**src/hw/rtl/ypp_pkg.sv**
```systemverilog
// ----------------------------------------------------------------------------
// ypp_pkg: shared types and constants for the yaw/pitch perspective projector
// Widths of the fixed-point datapath, CORDIC table, status and register codes.
// ----------------------------------------------------------------------------
package ypp_pkg;

  // angle resolution kept by the CORDIC (8..24)
  localparam int ANGLE_BITS = 16;
  localparam int ITER_W     = $clog2(ANGLE_BITS);
  localparam logic [31:0] ANG_MASK = 32'hFFFF_FFFF << (32 - ANGLE_BITS);

  localparam int CW      = 34;   // CORDIC x/y/z width, x/y in Q30
  localparam int TRIG_W  = 32;   // sine/cosine, Q28
  localparam int COORD_W = 32;   // Q16.16 coordinates
  localparam int FOV_W   = 31;
  localparam int REL_W   = COORD_W + 1;
  localparam int FRAC    = 28;
  localparam int ROT_W   = 36;   // rotated x and z
  localparam int DEP_W   = 37;   // depth
  localparam int DEN_W   = 38;   // depth + fov
  localparam int NUM_W   = ROT_W + FOV_W;
  localparam int QB      = 33;   // quotient bits resolved by the divider
  localparam int REM_W   = DEN_W;

  localparam logic signed [CW-1:0] CORDIC_GAIN = CW'(652032874);

  localparam logic [31:0] ATAN_TURNS [24] = '{
    32'd536870912, 32'd316933406, 32'd167458907, 32'd85004756, 32'd42667331,
    32'd21354465,  32'd10679838,  32'd5340245,   32'd2670163,  32'd1335087,
    32'd667544,    32'd333772,    32'd166886,    32'd83443,    32'd41722,
    32'd20861,     32'd10430,     32'd5215,      32'd2608,     32'd1304,
    32'd652,       32'd326,       32'd163,       32'd81
  };

  // status codes
  localparam logic [1:0] ST_OK   = 2'd0;
  localparam logic [1:0] ST_ZERO = 2'd1;
  localparam logic [1:0] ST_SAT  = 2'd2;

  // register indexes
  localparam int CFG_W = 3;
  localparam logic [CFG_W-1:0] CFG_CAM_X = 3'd0;
  localparam logic [CFG_W-1:0] CFG_CAM_Y = 3'd1;
  localparam logic [CFG_W-1:0] CFG_CAM_Z = 3'd2;
  localparam logic [CFG_W-1:0] CFG_PITCH = 3'd3;
  localparam logic [CFG_W-1:0] CFG_YAW   = 3'd4;
  localparam logic [CFG_W-1:0] CFG_FOV   = 3'd5;

  localparam logic [FOV_W-1:0]   FOV_RESET = 31'd65536;
  localparam logic [COORD_W-1:0] SAT_POS   = 32'h7FFF_FFFF;
  localparam logic [COORD_W-1:0] SAT_NEG   = 32'h8000_0000;

  typedef struct packed {
    logic busy;
    logic done;
  } cor_stat_t;

  typedef struct packed {
    logic signed [ROT_W-1:0] xr;
    logic signed [ROT_W-1:0] zr;
    logic signed [DEN_W-1:0] den;
  } rot_out_t;

  typedef struct packed {
    logic [1:0][QB-1:0] q;
    logic [1:0]         ovf;
    logic [1:0]         neg;
    logic               zero;
  } div_out_t;

endpackage

```
**src/hw/rtl/ypp_cordic.sv**
```systemverilog
// ----------------------------------------------------------------------------
// ypp_cordic: iterative sine/cosine unit
// One rotation step per cycle, ANGLE_BITS steps per angle, results in Q28.
// ----------------------------------------------------------------------------
module ypp_cordic
  import ypp_pkg::*;
(
  input  logic                     clk,
  input  logic                     rst_n,
  input  logic                     start,
  input  logic [15:0]              angle,
  output cor_stat_t                stat,
  output logic signed [TRIG_W-1:0] sin_q,
  output logic signed [TRIG_W-1:0] cos_q
);

  logic                 busy_r, busy_nxt;
  logic                 done_r, done_nxt;
  logic [ITER_W-1:0]    iter_r, iter_nxt;
  logic signed [CW-1:0] x_r, x_nxt;
  logic signed [CW-1:0] y_r, y_nxt;
  logic signed [CW-1:0] z_r, z_nxt;
  logic                 neg_r, neg_nxt;

  logic [31:0]          a_turn;
  logic signed [CW-1:0] x_sh, y_sh, at, x_fin, y_fin, x_rnd, y_rnd;

  always_comb begin
    busy_nxt = busy_r;
    done_nxt = 1'b0;
    iter_nxt = iter_r;
    x_nxt    = x_r;
    y_nxt    = y_r;
    z_nxt    = z_r;
    neg_nxt  = neg_r;
    a_turn   = {angle, 16'h0000} & ANG_MASK;
    x_sh     = x_r >>> iter_r;
    y_sh     = y_r >>> iter_r;
    at       = $signed({{(CW-32){1'b0}}, ATAN_TURNS[5'(iter_r)]});
    if (start) begin
      // fold the left half-plane onto the right one
      neg_nxt = a_turn[31] ^ a_turn[30];
      if (neg_nxt) begin
        a_turn[31] = ~a_turn[31];
      end
      z_nxt    = CW'($signed(a_turn));
      x_nxt    = CORDIC_GAIN;
      y_nxt    = '0;
      iter_nxt = '0;
      busy_nxt = 1'b1;
    end else if (busy_r) begin
      if (!z_r[CW-1]) begin
        x_nxt = x_r - y_sh;
        y_nxt = y_r + x_sh;
        z_nxt = z_r - at;
      end else begin
        x_nxt = x_r + y_sh;
        y_nxt = y_r - x_sh;
        z_nxt = z_r + at;
      end
      iter_nxt = iter_r + 1'b1;
      if (iter_r == ITER_W'(ANGLE_BITS - 1)) begin
        busy_nxt = 1'b0;
        done_nxt = 1'b1;
      end
    end
  end

  always_ff @(posedge clk) begin
    if (!rst_n) begin
      busy_r <= 1'b0;
      done_r <= 1'b0;
    end else begin
      busy_r <= busy_nxt;
      done_r <= done_nxt;
    end
  end

  always_ff @(posedge clk) begin
    iter_r <= iter_nxt;
    x_r    <= x_nxt;
    y_r    <= y_nxt;
    z_r    <= z_nxt;
    neg_r  <= neg_nxt;
  end

  always_comb begin
    x_fin = neg_r ? -x_r : x_r;
    y_fin = neg_r ? -y_r : y_r;
    x_rnd = (x_fin + CW'(2)) >>> 2;
    y_rnd = (y_fin + CW'(2)) >>> 2;
  end

  assign cos_q     = x_rnd[TRIG_W-1:0];
  assign sin_q     = y_rnd[TRIG_W-1:0];
  assign stat.busy = busy_r;
  assign stat.done = done_r;

endmodule

```
**config.mk**
```make
export PLATFORM = sky130hd
export DESIGN_NAME = ypp_cordic
export DESIGN_NICKNAME = d
export VERILOG_FILES = /design/src/hw/rtl/ypp_pkg.sv /design/src/hw/rtl/ypp_cordic.sv
export SDC_FILE = /design/constraint.sdc
export NUM_CORES = 1
export LEC_CHECK = 0
export ABC_AREA = 1
export CORE_UTILIZATION = 50
export CTS_BUF_LIST = sky130_fd_sc_hd__clkbuf_2 sky130_fd_sc_hd__clkbuf_4 sky130_fd_sc_hd__clkbuf_8
export CTS_CLUSTER_SIZE = 12
export DETAILED_ROUTE_END_ITERATION = 10
export DONT_BUFFER_PORTS = 1
export PLACE_DENSITY = 0.68
export SYNTH_ARGS = -nofsm -noshare
export SYNTH_HDL_FRONTEND = slang
export SYNTH_SLANG_ARGS = --single-unit
```
**constraint.sdc**
```tcl
create_clock -name clk -period 4.3 [get_ports clk]
set_clock_uncertainty 0.1 [all_clocks]
set_input_delay 0.645 -clock clk [delete_from_list [all_inputs] [get_ports clk]]
set_output_delay 0.645 -clock clk [all_outputs]
set_load 0.02 [all_outputs]
```
==> results of run 1 <==
[routing by layer]
metal,part of all wire,wire [um],global-route usage,vias to the layer above
met3,0.095,7660,0.0596,245
met2,0.45,36700,0.649,1334
li1,-,-,-,11700
met4,0.046,3720,0.169,0
met5,0,0,0,-
met1,0.41,32900,0.512,11500
[where the power goes]
part           switching (mW)  total (mW)  leakage [nW]  internal, mW
combinational            11.4        20.1          11.9          8.69
sequential              0.455        1.81         0.940          1.36
clock                   0.470       0.749         0.104         0.279
total                    12.3        22.6          12.9          10.3
[sequential cells by signal, summed over array words and instances, names as in the netlist]
register	flops
y_r	34
neg_r	1
done_r	1
iter_r	4
z_r	34
x_r	34
busy_r	1
[cells by family after synthesis]
kind of cell | after synthesis | synth area share
xor gates and xnor gates | 246 | 0.116
adders and majority gates | 118 | 0.0803
and+or+nand+nor | 1821 | 0.419
buffers and inverters | 460 | 0.104
AOI/OAI and AO/OA | 490 | 0.154
DFF | 109 | 0.127
[area by class of cell]
type                       count  area, um^2  share of cell area
multi-input combinational   2675       16700               0.638
timing repair buffer         623        4990               0.191
sequential                   109        2380              0.0912
inverter                     345        1310              0.0499
tap                          468         586              0.0224
clock buffer                   9         124             0.00474
clock inverter                 7        85.1             0.00325
[worst max-delay path by stage]
| stage | cells past startpoint | end | slack (ns) | start |
|---|---|---|---|---|
| finish | 32 | y_r[33]$_SDFFE_PP0P_ | -0.16 | iter_r[0]$_SDFFE_PP0P_ |
| detailed placement | 29 | y_r[33]$_SDFFE_PP0P_ | -0.48 | iter_r[1]$_SDFFE_PP0P_ |
| floorplan | 27 | z_r[23]$_DFFE_PP_ | 0.01 | iter_r[1]$_SDFFE_PP0P_ |
| CTS | 31 | y_r[33]$_SDFFE_PP0P_ | -0.06 | iter_r[0]$_SDFFE_PP0P_ |
| global route | 31 | y_r[33]$_SDFFE_PP0P_ | -0.41 | iter_r[1]$_SDFFE_PP0P_ |
| global placement | 30 | y_r[33]$_SDFFE_PP0P_ | -0.35 | iter_r[0]$_SDFFE_PP0P_ |
[cell usage in the layout (no fill, tap or decap), drive strengths merged, types with 2 or more instances in the layout]
cell	synthesis	layout
a31oi	19	19
dfxtp	90	90
o211ai	5	5
or2	9	9
clkinv	1	3
ha	115	115
nor4	9	9
inv	344	347
o221ai	4	4
a21o	22	22
a21oi	153	153
xor2	182	182
xnor2	64	64
and2	2	2
a22oi	6	6
a21boi	17	17
nor2	399	399
nand4	48	48
edfxtp	19	19
o31ai	13	13
nand3	392	392
and3	2	2
nor3	49	49
o21a	18	18
nor3b	2	2
buf	73	619
nand3b	5	5
nand2	904	904
fa	3	3
a22o	2	2
o21bai	9	9
clkbuf	42	12
a32oi	2	2
o21ai	178	178
a221oi	2	2
o22ai	34	34
[what timing repair did]
action	in CTS	in global routing
endpoints found under the setup margin	45	101
cloned	3	4
hold endpoints to repair	0	0
resized for setup	160	438
setup buffers	23	50
pin swaps	67	138
==> metrics.cfg, run 1 <==
[final_layout]
final_nets=3900
drive_gt1_frac=0.311
fill_cells=3186
n_antenna_cell=0
design_area_um2=26100
area_growth_pct=40.1
fin_cells=4236
fin_util=0.712

[route]
drt_iter0_markers=2501
num_vias=24800
routed_wl_um=80900
vias_per_cell=5.84
drt-pass1-iter-count=6
final_antenna_net_count=0
drc=0
drt-wirelength-per-cell_um=19.1

[sta]
setup_viol=15
rsz0062_at_grt=yes
slew_violations=0
finalCritPeriodShare=1.04
fmax_ghz=0.224
fin_crit_ns=4.46
setup_slack_ns=-0.160
setup_tns_ns=-1.33
relSlewSlack=0.374
final-hold-violation-count=0
whs_ns=0.150
worst_pin_slew_ns=0.929

[placed_design]
place_area_um2=22800
io_buffers=0
dp_hpwl_um=62100
place_worst_setup_slack_ns=-0.477
placed_cells=4140
gp_congestion=1.01

[floorplan]
std_cell_rows=70
die_h_um=195
core_area_um2=36700
die_w_um=195
dieArea_um2=38100
io_pins=85
start_util=0.508

[cts]
clock_path_buffers=2
cts_tree=yes
htreeDepth=3
hold_buffers=0
numCtsBuffers=9
clock_sinks=109
path_clk_slew_ns=0.14
cts_root_buffer=clkbuf_8
clock_latency_ns=0.47

[job]
cap_violations=0

[logic_synthesis]
yosysTopAreaCellShare=0.179
synth-main-ff-cell=dfxtp_1
synth_warnings=0
syn_inst=3244
synthTopCellsByArea=nand2_1, nand3_1, dfxtp_1
synth_area_um2=18700
yosysMostFrequentCell=nand2_1
synthTopCellsByCount=nand2_1, nand3_1, nor2_1
ys_seq_area_frac=0.127
syn-num-nets=3381
postSynthAreaPerCell_um2=5.75
synth_edf_count=19
async_flop_share=0
ys_seq_elements=109
yosysTopAreaCell=nand2_1
ys_types=61

[pwr]
p_leak_nw=12.9
finalPower_mw=22.6
ir_worst_vdd_mv=0.493
p_per_area_nw_per_um2=866

[hold_path]
holdPathEnd=iter_r[3]$_SDFFE_PP0P_
min_path_type=in2reg
hold_depth=1
min_from=start

[worst_setup_path]
crit_required_ns=4.60
end_kind=flop
critPathMostFrequentCell=nor2_1
r2r_setup_slack_ns=-0.16
ff2ff_path_depth=32
r2r_start=iter_r[0]$_SDFFE_PP0P_
critical_path.top_delay_family=simple AND/OR/NAND/NOR gates
cp_slowest_stage_delay_ns=0.43
cp_slowest_cell=dfxtp_4
crit_arrival_ns=4.76
crit_path_start_kind=flop
crit_type=reg2reg
cp_max_fo=8
path_buf_inv=5
timing.rr.end=y_r[33]$_SDFFE_PP0P_

[grt]
grt_pass1_wl_um=120000
grt_max_degree=38
grt_usage=0.395
antenna_found_initial=0
grt_pass1_vias=22800
grt-ovfl-total=0

[run_status]
status=complete, but fails checks
violations=setup timing

(Power assumes the default switching activity.)
==> inputs of run 2 (changes only) <==
--- a/config.mk
+++ b/config.mk
@@ -11,6 +11,7 @@
 export CTS_CLUSTER_SIZE = 12
 export DETAILED_ROUTE_END_ITERATION = 10
 export DONT_BUFFER_PORTS = 1
+export MAX_ROUTING_LAYER = met4
 export PLACE_DENSITY = 0.68
 export SYNTH_ARGS = -nofsm -noshare
 export SYNTH_HDL_FRONTEND = slang
==> metrics.cfg, run 2 (synthesis results as in run 1) <==
[sta]
worst_pin_slew_ns=1.30
setup_viol=15
relSlewSlack=0.129
final-hold-violation-count=0
fmax_ghz=0.223
rsz0062_at_grt=yes
slew_violations=0
fin_crit_ns=4.49
setup_slack_ns=-0.190
finalCritPeriodShare=1.04
whs_ns=0.153

[route]
final_antenna_net_count=0
drt-wirelength-per-cell_um=19.4
num_vias=24900
drc=0
vias_per_cell=5.88
routed_wl_um=82400
drt_iter0_markers=2498
drt-pass1-iter-count=7

[final_layout]
area_growth_pct=42.8
fill_cells=3121
n_antenna_cell=0
reg_top3=x_r: 34 flops, y_r: 34 flops, z_r: 34 flops
fin_util=0.726
fin_cells=4236
final_cell_mix=nand2_1, buf_4, inv_1
mostFrequentLayoutCell=nand2_1
drive_gt1_frac=0.332
final_nets=3900

[worst_setup_path]
critPathMostFrequentCell=buf_4
cp_slowest_cell=dfxtp_4
cp_max_fo=6
crit_arrival_ns=4.76
r2r_setup_slack_ns=-0.19
crit_type=reg2reg
end_kind=flop
crit_required_ns=4.57
cp_slowest_stage_delay_ns=0.40
crit_path_start_kind=flop

[cts]
clock_sinks=109
numCtsBuffers=9
cts_root_buffer=clkbuf_8
clock_latency_ns=0.48
cts_tree=yes
clock_path_buffers=2
path_clk_slew_ns=0.14
htreeDepth=3

[floorplan]
die_w_um=195
start_util=0.508
std_cell_rows=70
die_h_um=195
dieArea_um2=38100
core_area_um2=36700
io_pins=85

[grt]
grt_pass1_wl_um=121000
antenna_found_initial=0
grt_max_degree=42
grt-ovfl-total=0
grt_pass1_vias=23100
grt_usage=0.413

[hold_path]
min_path_type=in2reg

[placed_design]
place_worst_setup_slack_ns=-0.480
gp_congestion=1.06
dp_hpwl_um=62800
placed_cells=4146
io_buffers=0

[pwr]
p_per_area_nw_per_um2=855
finalPower_mw=22.8
p_leak_nw=13.0
ir_worst_vdd_mv=0.618

[run_status]
status=complete, but fails checks
violations=setup timing

[job]
cap_violations=0

## run 2: cell count changes in the layout (fill, tap and decap cells not counted), moves of 10 or more
cell    before  now
xor2_1     156  138
ha_4        18   28
nor2_1     318  308
nor2_2      49   59
xor2_2      24   41
buf_4      592  579
## run 2: worst max-delay path, delay by kind of cell, from the launching register on
kind | cells | cell delay, ns
simple gates | 13 | 1.18
xor+xnor | 1 | 0.17
flops | 1 | 0.40
fa+ha+maj | 1 | 0.39
compound gates | 6 | 0.79
buf+inv | 11 | 1.35
## run 2: final timing paths
kind | start | end | cells after the start
max reg2reg | iter_r[1]$_SDFFE_PP0P_ | y_r[23]$_SDFFE_PP0P_ | 32
max | iter_r[1]$_SDFFE_PP0P_ | y_r[23]$_SDFFE_PP0P_ | 32
min reg2reg | z_r[8]$_SDFFE_PP0P_ | z_r[8]$_SDFFE_PP0P_ | 2
min | start | iter_r[3]$_SDFFE_PP0P_ | 1
## run 2: final cells by class
class | count | area (um^2) | area share
Clock buffer | 11 | 151 | 0.00568
Tap cell | 468 | 586 | 0.0220
Inverter | 345 | 1310 | 0.0492
Sequential cell | 109 | 2380 | 0.0895
Clock inverter | 5 | 51.3 | 0.00193
Multi-Input combinational cell | 2675 | 17100 | 0.642
Timing Repair Buffer | 623 | 5050 | 0.190
## run 2: metrics by stage
step	setup TNS, ns	instance area (um^2)
floorplan	0	18700
global placement	-4.11	22900
detailed placement	-5.58	22900
CTS	-0.127	24000
global route	-6.58	26600
finish	-0.953	26600
## run 2: power breakdown
part           internal [mW]  total (mW)  switching, mW  leakage, nW
clock network          0.257       0.736          0.479        0.105
registers               1.36        1.79          0.425        0.940
logic                   8.69        20.3           11.6         12.0
## run 2: what timing repair did
action	CTS	global route
setup buffers	29	41
cloned	1	4
endpoints found under the hold margin	0	0
gates resized for setup	165	536
pin swaps	54	153
hold buffers	0	0
setup endpoints to repair	43	95
## run 2: routing by layer
layer	vias to the layer above	wire length [um]	share of wire	global-route usage
met3	243	7130	0.087	0.0667
li1	11700	-	-	-
met4	0	3450	0.042	0.149
met2	1221	38000	0.46	0.663
met5	-	0	0	-
met1	11700	33800	0.41	0.521
